File: src/rtl/core/mi4_ram.sv
// ----------------------------------------------------------------------------
// mi4_ram
// Simple dual-port synchronous RAM with a registered read port.
// ----------------------------------------------------------------------------
module mi4_ram #(
  parameter int Width = 32,
  parameter int Depth = 16
) (
  input  logic                     clk_i,
  input  logic                     we_i,
  input  logic [$clog2(Depth)-1:0] waddr_i,
  input  logic [Width-1:0]         wdata_i,
  input  logic [$clog2(Depth)-1:0] raddr_i,
  output logic [Width-1:0]         rdata_o
);

  logic [Width-1:0] mem [Depth];

  always_ff @(posedge clk_i) begin
    if (we_i) begin
      mem[waddr_i] <= wdata_i;
    end
    rdata_o <= mem[raddr_i];
  end

endmodule

File: config.mk
export PLATFORM = sky130hd
export DESIGN_NAME = mi4_ram
export DESIGN_NICKNAME = d
export VERILOG_FILES = /design/src/rtl/core/mi4_ram.sv
export SDC_FILE = /design/constraint.sdc
export NUM_CORES = 1
export LEC_CHECK = 0
export ABC_CLOCK_PERIOD_IN_PS = 4500
export BUFFER_PORTS_ARGS = -buffer_cell sky130_fd_sc_hd__buf_2
export CAP_MARGIN = 40
export CELL_PAD_IN_SITES_DETAIL_PLACEMENT = 1
export CELL_PAD_IN_SITES_GLOBAL_PLACEMENT = 1
export CORE_UTILIZATION = 50
export DETAILED_ROUTE_END_ITERATION = 10
export GPL_TIMING_DRIVEN = 0
export MAX_ROUTING_LAYER = met4
export PLACE_DENSITY = 0.83
export SLEW_MARGIN = 5
export SYNTH_ARGS = -nofsm -noshare
export SYNTH_HDL_FRONTEND = slang
export SYNTH_SLANG_ARGS = --single-unit
File: constraint.sdc
create_clock -name clk_i -period 4.5 [get_ports clk_i]
set_input_delay 0.675 -clock clk_i [delete_from_list [all_inputs] [get_ports clk_i]]
set_output_delay 0.675 -clock clk_i [all_outputs]
set_load 0.05 [all_outputs]
==> results list <==
- The detailed router used layers up to and including met4.
- The final count of pins violating max slew was 0.
- Excluding fillers, the count of instances in the completed layout stands at 1556.
- Peak clock frequency supported by timing: roughly 500 MHz
- Across the run, the number of max-cap violations was 0.
- The tree is rooted in a sky130_fd_sc_hd__clkbuf_16.
* Area of the multi-input gates: 3730 µm²
- Global route total overflow: 0
- First-pass DRT Iterations: 5
- Terminus of the critical flop-to-flop path: rdata_o[27]
* Die Y-Extent: 201 µm
* Maximum vdd ir drop: 0.391 mV
* Reported leakage power: between 7 and 8 nW
- Sequential elements use 80.7% of the synthesized area.
* CP endpoint kind: register
- The post-route netlist has 32.6% of its cells at a drive strength greater than 1.
* Net count after synthesis: 880
- Of all nets on the critical path, the largest fanout is 8.
- Synthesis produced a netlist whose cell count is between 800 and 900.
* Sort of element at the start of the critical path: input pin
* DRT iter0 DRCs: 838
- The Yosys step of the flow raised 0 warnings.
- Deepest clock path buffer count: 3
- The flow ran to the end, and the final reports show no timing, DRC or antenna violations.
- Share of the clock period used by the worst path after layout: 45.6%
* Final non-filler cell area: 23100 µm²
* Number of global-route vias before repair: just over 10000
- Clk sink count: 544
- WL met1: 18500 µm
- Worst Reg2Reg Path Length in Cells: 3
- At the later pin of the worst-skew pair, clock insertion delay measures 0.60 ns.
- Total die area: 40500 µm²
- Clock tree from TritonCTS: built
- Type of the tightest min-delay check: input pin to register
- The clock arrives with 0.0138 ns of skew.
- # nets final: 1034
* RSZ-0062 raised after global routing: false
- Fin Hold WS: 0.450 ns
* Floorplan Core Area: ~39000 µm²
- In this run the count of I/O pins placed on the die edge is 74.
- In this run the remaining antenna-violating nets after routing total 0.
- Setup violations remaining at the end of the flow were counted as 0.
- Clock input transition at the sequential cells of the worst setup and hold paths: 0.06 ns
- P&R area growth vs syn: 16.4%
- Internal reg-to-reg setup slack: a little over 3 ns
- Number of buffers inserted for hold repair after clock tree synthesis: 0
- Data arrives at the worst endpoint at 2.35 ns.
- The congestion estimate from routability-driven global placement came to 0.710.
- The initialized floorplan defines 72 standard-cell rows.
* Total placed cells including tap cells: about 1500
- Detailed Place HPWL: 29800 µm
- Total length of routed met3 wires: between 2000 and 3000 µm
- Type of the setup path with the least slack: input pin to register
* Pin count of the biggest net entering global routing: 22
- Global-route wire length before repair: 68000 µm
- For the pin with the worst max-slew slack, the measured transition is 0.910 ns.
* Routed wl met2: 24800 µm
* DRC: 0
- Starting density of the core: 51.0%
- The H-tree was split into 2 levels.
* Number of synthesized register bits: between 500 and 600
* Average cell area after synthesis: 23.7 µm²
- Cell variety after synth: 18
* Global Route Usage Sum: 24.5%
- Total wirelength of the detailed-routed design: approximately 47000 µm
* Filler Cell Count: 3246
* Synth Cell Area: 19900 µm²
- The final hold violation count was 0.
- Clock buffers created by TritonCTS: 53
- Area after DPL: roughly 21000 µm²
- In the routed layout, each cell is associated on average with a via count of approximately 6.0.
- End point of the critical path: mem[0][4]
- Total power per unit cell area: about 460 nW/µm²
* Number of port buffers: about 70
* Antenna violations before repair: 3
* Critical Path RT: 4.80 ns
- Die W: 201 µm
* Average detailed-routed wire length per instance: 30.1 µm
- The startpoint identified for the worst register-to-register timing path is mem[3][27].
* Count of vias placed by the detailed router: approximately 9400
- Number of instances resized during post-cts repair: 0
- The smallest clock period supported by the final layout is computed as approximately 2.1 ns.
- Slew headroom: 39.3%
- Post-CTS setup-driven buffer insertion count: 0
- The critical path starts at waddr_i[2].
- The sequential cells in the finished layout cover a total of 16000 µm².
-- cell families after synthesis --
kind of cell / Yosys count / synth area share [%]
DFF: 544 / 80.7
muxes: 128 / 14.5
AOI/OAI and AO/OA: 64 / 2.42
and+or+nand+nor: 59 / 1.27
buffers and inverters: 43 / 1.12
-- synthesized netlist by cell type --
master                     count  area share [%]
sky130_fd_sc_hd__edfxtp_1    512              77
sky130_fd_sc_hd__clkbuf_1     17            0.32
sky130_fd_sc_hd__and2_1        1           0.032
sky130_fd_sc_hd__buf_4        11            0.42
sky130_fd_sc_hd__or3b_2        1           0.044
sky130_fd_sc_hd__buf_2         4            0.10
sky130_fd_sc_hd__a22oi_1      64             2.4
sky130_fd_sc_hd__nand2b_1      2           0.063
sky130_fd_sc_hd__buf_6         2            0.11
sky130_fd_sc_hd__mux4_2      128              15
sky130_fd_sc_hd__nor3_1        4            0.10
sky130_fd_sc_hd__nand3_1       1           0.025
sky130_fd_sc_hd__buf_1         9            0.17
sky130_fd_sc_hd__dfxtp_1      32             3.2
sky130_fd_sc_hd__nor2_1       13            0.25
sky130_fd_sc_hd__nand2_1      33            0.62
sky130_fd_sc_hd__nand3b_1      2           0.076
sky130_fd_sc_hd__nor2b_1       2           0.063
-- per-stage QoR --
step | worst slack, ns | utilization [%] | power, W | setup TNS [ns]
floorplan | 0.645 | - | 0.00619 | 0
global placement | -1.86 | 53.6 | 0.00640 | -212.98
detailed placement | 1.85 | 54.9 | 0.00645 | 0
CTS | 2.45 | 59.4 | 0.0108 | 0
global route | 2.39 | 59.4 | 0.0110 | 0
finish | 2.45 | 59.4 | 0.0107 | 0
-- registers in the layout (all words and copies together) (netlist names) --
register  flops
mem         512
rdata_o      32
-- cell usage in the layout, fill, tap and decap left out, drive strengths merged --
cell type  Yosys  final
dfxtp         32     32
clkbuf        17     84
clkinv         0     23
diode          0      3
mux4         128    128
edfxtp       512    512
buf           26    125
a22oi         64     64
nand3          1      1
bufinv         0      5
inv            0      1
and2           1      1
nor3           4      4
nor2b          2      2
nand2         33     33
nand2b         2      2
or3b           1      1
nand3b         2      2
nor2          13     13
clkinvlp       0      2
-- critical path, stage by stage --
cell	delay, ns
sky130_fd_sc_hd__buf_2	0.12
sky130_fd_sc_hd__or3b_2	0.59
sky130_fd_sc_hd__nor3_2	0.46
sky130_fd_sc_hd__buf_4	0.32
sky130_fd_sc_hd__buf_6	0.18
-- worst min-delay path by stage --
stage / cells past startpoint / startpoint / endpoint
floorplan: 3 / mem[14][0] / rdata_o[0]
global placement: 3 / mem[14][9] / rdata_o[9]
detailed placement: 3 / mem[15][9] / rdata_o[9]
CTS: 1 / wdata_i[26] / mem[1][26]
global route: 1 / wdata_i[29] / mem[14][29]
finish: 1 / wdata_i[30] / mem[15][30]
-- power by group --
group / leakage [nW] / internal [W] / switching [W]
clock network: 0.845 / 0.00254 / 0.00187
logic: 1.72 / 0.000215 / 0.000427
registers: 4.89 / 0.00566 / 0.0000341
total: 7.46 / 0.00842 / 0.00233
-- cell type report --
class / instances / share of cell area (%)
repair buffers: 99 / 3.31
flip-flops and latches: 544 / 69.3
plain buffers: 43 / 0.964
well taps: 518 / 2.80
diodes: 3 / 0.0325
multi-input cells: 251 / 16.1
clock inverters: 31 / 1.30
clock buffers: 67 / 6.19
-- per-layer routing --
metal,track usage [%],vias up
li1,-,3894
met1,30.5,5082
met2,41.7,341
met3,3.90,74
met4,7.47,0
met5,-,-
Note: power is estimated with default switching activity, not from simulation.
