--- config.mk ---
export PLATFORM = sky130hd
export DESIGN_NAME = mi4_div
export DESIGN_NICKNAME = d
export VERILOG_FILES = /design/src/rtl/core/mi4_pkg.sv /design/src/rtl/core/mi4_div.sv
export SDC_FILE = /design/constraint.sdc
export NUM_CORES = 1
export LEC_CHECK = 0
export ABC_AREA = 1
export BUFFER_PORTS_ARGS = -buffer_cell sky130_fd_sc_hd__buf_2
export CAP_MARGIN = 20
export CORE_MARGIN = 2
export CORE_UTILIZATION = 35
export DETAILED_ROUTE_END_ITERATION = 8
export GPL_ROUTABILITY_DRIVEN = 0
export REMOVE_ABC_BUFFERS = 1
export SYNTH_ARGS = -nofsm -noshare
export SYNTH_HDL_FRONTEND = slang
export SYNTH_SLANG_ARGS = --single-unit
--- constraint.sdc ---
create_clock -name clk_i -period 8 [get_ports clk_i]
set_input_delay 1.2 -clock clk_i [delete_from_list [all_inputs] [get_ports clk_i]]
set_output_delay 1.2 -clock clk_i [all_outputs]
set_load 0.01 [all_outputs]
--- src/rtl/core/mi4_pkg.sv ---
// ----------------------------------------------------------------------------
// mi4_pkg
// Shared types, sizes and index tables for the 4x4 matrix inverse.
// ----------------------------------------------------------------------------
package mi4_pkg;

  localparam int DataWidth = 32;
  localparam int FracBits  = 16;
  localparam int PairWidth = 48;
  localparam int AdjWidth  = 64;
  localparam int AccWidth  = 100;
  localparam int DivSteps  = 2 * FracBits + 1;

  typedef enum logic [4:0] {
    S_LOAD, S_PA_RA, S_PA_RB, S_PA_MUL, S_PA_WR,
    S_CF_RD, S_CF_ML, S_CF_MH, S_CF_AH, S_CF_WR,
    S_DT_RD, S_DT_ML, S_DT_MH, S_DT_AH, S_DT_FIN,
    S_DV_RD, S_DV_ST, S_DV_RUN, S_OUT
  } mi4_state_e;

  typedef struct packed {
    logic                       start;
    logic signed [AdjWidth-1:0] num;
    logic        [AccWidth-1:0] den;
    logic                       den_neg;
  } mi4_div_req_t;

  typedef struct packed {
    logic                  done;
    logic [DataWidth-1:0]  result;
  } mi4_div_rsp_t;

  // Element index of the transposed matrix, as a source address.
  function automatic logic [3:0] tsrc_addr(input logic [3:0] k);
    tsrc_addr = {k[1:0], k[3:2]};
  endfunction

  function automatic logic [3:0] pair_a(input logic [3:0] i);
    logic [47:0] row;
    row = 48'h98A8B8A9B9BA;
    pair_a = row[{i, 2'b00} +: 4];
  endfunction

  function automatic logic [3:0] pair_b(input logic [3:0] i);
    logic [47:0] row;
    row = 48'hCDCECFDEDFEF;
    pair_b = row[{i, 2'b00} +: 4];
  endfunction

  function automatic logic [3:0] cof_pair(input logic [2:0] e, input logic [2:0] t);
    logic [23:0] row;
    case (e)
      3'd0:    row = 24'h521430;
      3'd1:    row = 24'h870961;
      3'd2:    row = 24'hB63A72;
      3'd3:    row = 24'hA94B85;
      3'd4:    row = 24'h430521;
      3'd5:    row = 24'h961870;
      3'd6:    row = 24'hA72B63;
      default: row = 24'hB85A94;
    endcase
    cof_pair = row[{t, 2'b00} +: 4];
  endfunction

  function automatic logic [3:0] cof_elem(input logic [2:0] e, input logic [2:0] t);
    logic [23:0] row;
    case (e)
      3'd0:    row = 24'h765765;
      3'd1:    row = 24'h764764;
      3'd2:    row = 24'h754754;
      3'd3:    row = 24'h654654;
      3'd4:    row = 24'h321321;
      3'd5:    row = 24'h320320;
      3'd6:    row = 24'h310310;
      default: row = 24'h210210;
    endcase
    cof_elem = row[{t, 2'b00} +: 4];
  endfunction

endpackage

--- src/rtl/core/mi4_div.sv ---
// ----------------------------------------------------------------------------
// mi4_div
// Bit-serial restoring divider that scales one adjugate entry by the
// determinant and saturates the quotient to the element range.
// ----------------------------------------------------------------------------
module mi4_div
  import mi4_pkg::*;
(
  input  logic         clk_i,
  input  logic         rst_ni,
  input  mi4_div_req_t req_i,
  output mi4_div_rsp_t rsp_o
);

  logic                  busy_q, busy_d, done_q, done_d;
  logic [5:0]            cnt_q, cnt_d;
  logic [AccWidth:0]     r_q, r_d;
  logic [DivSteps-1:0]   q_q, q_d;
  logic                  nb_q, nb_d, ovf_q, ovf_d, neg_q, neg_d;
  logic [AdjWidth-1:0]   mag;
  logic [AccWidth:0]     r2, den_x;
  logic                  ge;

  assign mag   = req_i.num[AdjWidth-1] ? AdjWidth'(-req_i.num) : AdjWidth'(req_i.num);
  assign den_x = {1'b0, req_i.den};
  assign r2    = {r_q[AccWidth-1:0], (cnt_q == 6'd0) ? nb_q : 1'b0};
  assign ge    = r2 >= den_x;

  always_comb begin
    busy_d = busy_q;
    done_d = 1'b0;
    cnt_d  = cnt_q;
    r_d    = r_q;
    q_d    = q_q;
    nb_d   = nb_q;
    ovf_d  = ovf_q;
    neg_d  = neg_q;
    if (req_i.start) begin
      busy_d = 1'b1;
      cnt_d  = '0;
      q_d    = '0;
      r_d    = {{(AccWidth - AdjWidth + 2){1'b0}}, mag[AdjWidth-1:1]};
      nb_d   = mag[0];
      ovf_d  = {{(AccWidth - AdjWidth + 1){1'b0}}, mag[AdjWidth-1:1]} >= req_i.den;
      neg_d  = req_i.num[AdjWidth-1] ^ req_i.den_neg;
    end else if (busy_q) begin
      r_d = ge ? (r2 - den_x) : r2;
      q_d = {q_q[DivSteps-2:0], ge};
      if (cnt_q == 6'(DivSteps - 1)) begin
        busy_d = 1'b0;
        done_d = 1'b1;
      end else begin
        cnt_d = cnt_q + 6'd1;
      end
    end
  end

  always_ff @(posedge clk_i or negedge rst_ni) begin
    if (!rst_ni) begin
      busy_q <= 1'b0;
      done_q <= 1'b0;
    end else begin
      busy_q <= busy_d;
      done_q <= done_d;
    end
  end

  always_ff @(posedge clk_i) begin
    cnt_q <= cnt_d;
    r_q   <= r_d;
    q_q   <= q_d;
    nb_q  <= nb_d;
    ovf_q <= ovf_d;
    neg_q <= neg_d;
  end

  always_comb begin
    rsp_o.done = done_q;
    if (!neg_q) begin
      if (ovf_q || q_q[32] || q_q[31]) rsp_o.result = 32'h7fffffff;
      else                             rsp_o.result = q_q[31:0];
    end else begin
      if (ovf_q || q_q[32] || (q_q[31] && (q_q[30:0] != '0))) rsp_o.result = 32'h80000000;
      else                                                    rsp_o.result = -q_q[31:0];
    end
  end

endmodule

==> key figures <==
Pwr
  • Psw: 3950 uW
  • Clk pwr share: 12.9%
  • Pint: 3060 uW
  • Worst vdd ir: 166 uV
  • Sequential Power Share: 17.1%
  • Cell Pwr Density: 287 nW/um^2
  • Switching Share: 56.3%
  • Pleak: 0.0141 uW
  • Combinational power share: 69.9%

Floorplan
  • Ports: 201
  • Die Ht: 255 microns
  • Die area: 64,900 sq um
  • Core region area: 61,900 sq um
  • Initial Util: 35.5%
  • Row cnt: 91
  • Die Width: 255 microns

Routing
  • Starting DRT DRC Count: 2,705
  • Drt first pass iters: 8
  • Antenna Nets Post-Route: 0
  • Vias: 25,600
  • Via/cell ratio: 5.08
  • DRT Wirelength: 89,700 microns
  • DRC viols: 0
  • Avg WL per Cell: 17.8 microns

Job
  • # Max-Cap Violations: 0

Logic synthesis
  • Yosys cell types: 46
  • Synth top area share: 24.3%
  • Synth async-reset ratio: 1.39%
  • Synth Flop Type: dfxtp_1
  • Cell taking the most area after synthesis: nand2_1
  • Top-count cell post-synth: nand2_1
  • Top cells by area, synth: nand2_1 (24%), inv_1 (15%), ha_1 (9.5%)
  • Warnings, synthesis: 0
  • Top post-synthesis cells by count: nand2_1 (1,425), inv_1 (853), nor2_1 (347)
  • Syn_area_per_cell: 5.45 sq um
  • EDFF count, synth: 66
  • Synth Instances: 4,036
  • Sequential-to-total area share from yosys stat: 16.1%
  • Post-Syn Area: 22,000 sq um
  • Flops & latches, synth: 144

STA
  • Final Setup Violations: 0
  • Max_slew headroom: 21.9%
  • F_max: 203 MHz
  • Max Transition Viols Final: 0
  • Worst hold slack: 0.463 ns
  • Final Skew: 0.0287 ns
  • Hold Fails Final Rpt: 0
  • Worst-margin pin slew: 1.17 ns
  • Setup TNS: 0 ns
  • Tcrit/Tclk final: 61.4%
  • Unrepaired setup endpoints after global routing: false
  • Final critical path time including I/O delays and setup: 4.92 ns

Clock tree
  • Reg clk slew, reported paths: 0.07 ns
  • Resize count post-CTS: 0
  • Clock Path Buffers: 2
  • Number of hold buffers added after cts: 0
  • H-tree levels: 4
  • Sink Count: 144
  • CTS Buf Count: 17
  • CTS root buf: clkbuf_16
  • Clock tree from TritonCTS: done
  • Clk_lat worst skew: 0.51 ns
  • Post-CTS Setup Repair Bufs: 0

Worst setup path
  • CP required: 8.21 ns
  • Worst-path cell chain: inv_1, ha_1, nand3_1, nor3_1, nand2_1, ha_1, inv_1, nand3_1, nand2_1, nand2_1, nand2_1, nand2_1, nand3_2, nand2_1, nand2_2, nand2_4, nand3_4, buf_4, nand2_1, nand3_1, o21ai_0
  • Setup Crit Path Kind: flip-flop to flip-flop
  • R2R Path End: r_q[33]$_DFFE_PP_
  • Largest stage delay on the critical path: 0.70 ns
  • Crit path DAT: 5.13 ns
  • Worst reg-to-reg path cell count: 21
  • Most used cell, CP: nand2_1
  • R2R Setup Slk: 3.08 ns
  • Startpoint types: flip-flop
  • Slowest library cell on the worst path: nand3_4
  • Reg2reg start: cnt_q[0]$_SDFFE_PP0P_
  • Worst setup EP type: flip-flop
  • Critical Path Fanout Max: 65

Placed design
  • Hpwl dp: 74,300 microns
  • DP Cell Count: 4,996
  • Port Buffers: 200

Final layout
  • Fin nets: 4,515
  • Final Core Density: 39.4%
  • Fraction of layout instances using a drive strength above 1: 6.85%
  • Cell Count, Final, Fillers Out: 5,032
  • Fill count: 7,092
  • Syn-to-layout area delta: 10.9%

Global route
  • Initial antenna violation count: 4
  • GRT Overall Usage: 27.7%
  • Largest net degree at the start of global routing: 94
  • First-pass GRT wire length: 137,000 microns
  • Grt ovf: 0
  • Vias in the first global route: 23,900

Run status
  • Status: finished, final reports clean

Min path
  • Hold_sp: q_q[32]$_SDFFE_PP0P_
  • Worst Hold Class: flip-flop to flip-flop
  • Worst hold path depth: 2
  • Worst Hold Path EP: q_q[32]$_SDFFE_PP0P_
==> critical path, delay by kind of cell, from the launching register on <==
family,cells,cell delay (ns)
AND/OR/NAND/NOR,15,3.07
flip-flops,1,0.34
buffers and inverters,3,0.69
AO/OA/AOI/OAI,1,0.09
adder cells (fa/ha/maj),2,0.38
==> power groups by stage <==
stage,clock [uW],combinational (uW),sequential [uW]
after detailed placement,0,4760,1210
final,906,4900,1200
after global placement,0,4740,1210
after CTS,927,4780,1200
after global routing,945,5430,1230
after floorplan,0,3350,1160
==> flip-flops by register name, summed over array words and instances (netlist names) <==
name	flops
cnt_q	6
done_q	1
r_q	100
ovf_q	1
busy_q	1
q_q	33
nb_q	1
neg_q	1
==> routing by layer <==
metal  track usage, %  vias up  share of wire (%)
met2             43.1     1078                 43
met3             4.44      193                8.2
met1             37.2    11400                 44
li1                 -    12900                  -
met4             13.4        2                4.9
met5                0        -              0.010
==> through the flow <==
step / power (uW) / worst slack, ns / cell area (sq um)
after CTS: 6910 / 3.05 / 24400
after global routing: 7610 / 2.64 / 24400
after global placement: 5950 / 3.01 / 23800
final: 7010 / 3.08 / 24400
after floorplan: 4500 / 1.31 / 21600
after detailed placement: 5970 / 2.99 / 23800
==> layout make-up <==
class / count / area [sq um] / area share [%]
multi-input combinational: 2943 / 14800 / 60.8
clock buffer: 17 / 425 / 1.74
sequential: 144 / 3550 / 14.6
timing repair buffer: 211 / 1100 / 4.52
clock inverter: 15 / 193 / 0.789
antenna: 3 / 7.51 / 0.0308
inverter: 862 / 3240 / 13.3
tap: 837 / 1050 / 4.29
==> cells by family (layout without fill, tap and decap cells) <==
kind of cell	after synthesis	in the layout	share of synthesized area, %
fa+ha+maj	168	168	9.58
other cells	0	3	0
simple gates	2332	2332	44.4
buf+inv	949	1105	16.6
compound gates	311	311	8.01
xor+xnor	132	132	5.25
flops	144	144	16.1
==> worst max-delay path by stage <==
stage,startpoint,end,slack [ns]
4_1_cts,cnt_q[0]$_SDFFE_PP0P_,r_q[33]$_DFFE_PP_,3.05
2_1_floorplan,req_i[49],q_q[0]$_SDFFE_PP0P_,1.31
3_3_place_gp,req_i[45],r_q[11]$_DFFE_PP_,3.01
5_1_grt,cnt_q[1]$_SDFFE_PP0P_,r_q[0]$_DFFE_PP_,2.64
6_report,cnt_q[0]$_SDFFE_PP0P_,r_q[33]$_DFFE_PP_,3.08
3_5_place_dp,req_i[45],r_q[33]$_DFFE_PP_,2.99
==> layout by cell type, fill, tap and decap left out, types with 7 or more instances in the layout <==
cell type / count
inv_1: 852
o21ai_0: 76
buf_2: 200
o21bai_1: 23
clkbuf_16: 17
nand4_1: 154
edfxtp_1: 66
nor3_1: 43
nor4_1: 22
a21oi_1: 140
o22ai_1: 31
nand3_1: 289
dfxtp_1: 76
nand3b_1: 7
nor2_1: 345
ha_1: 167
o221ai_1: 14
xnor2_1: 57
nand2_1: 1424
nor2_2: 18
buf_4: 10
xor2_1: 75
No activity file was read; power rests on OpenSTA's default activity.
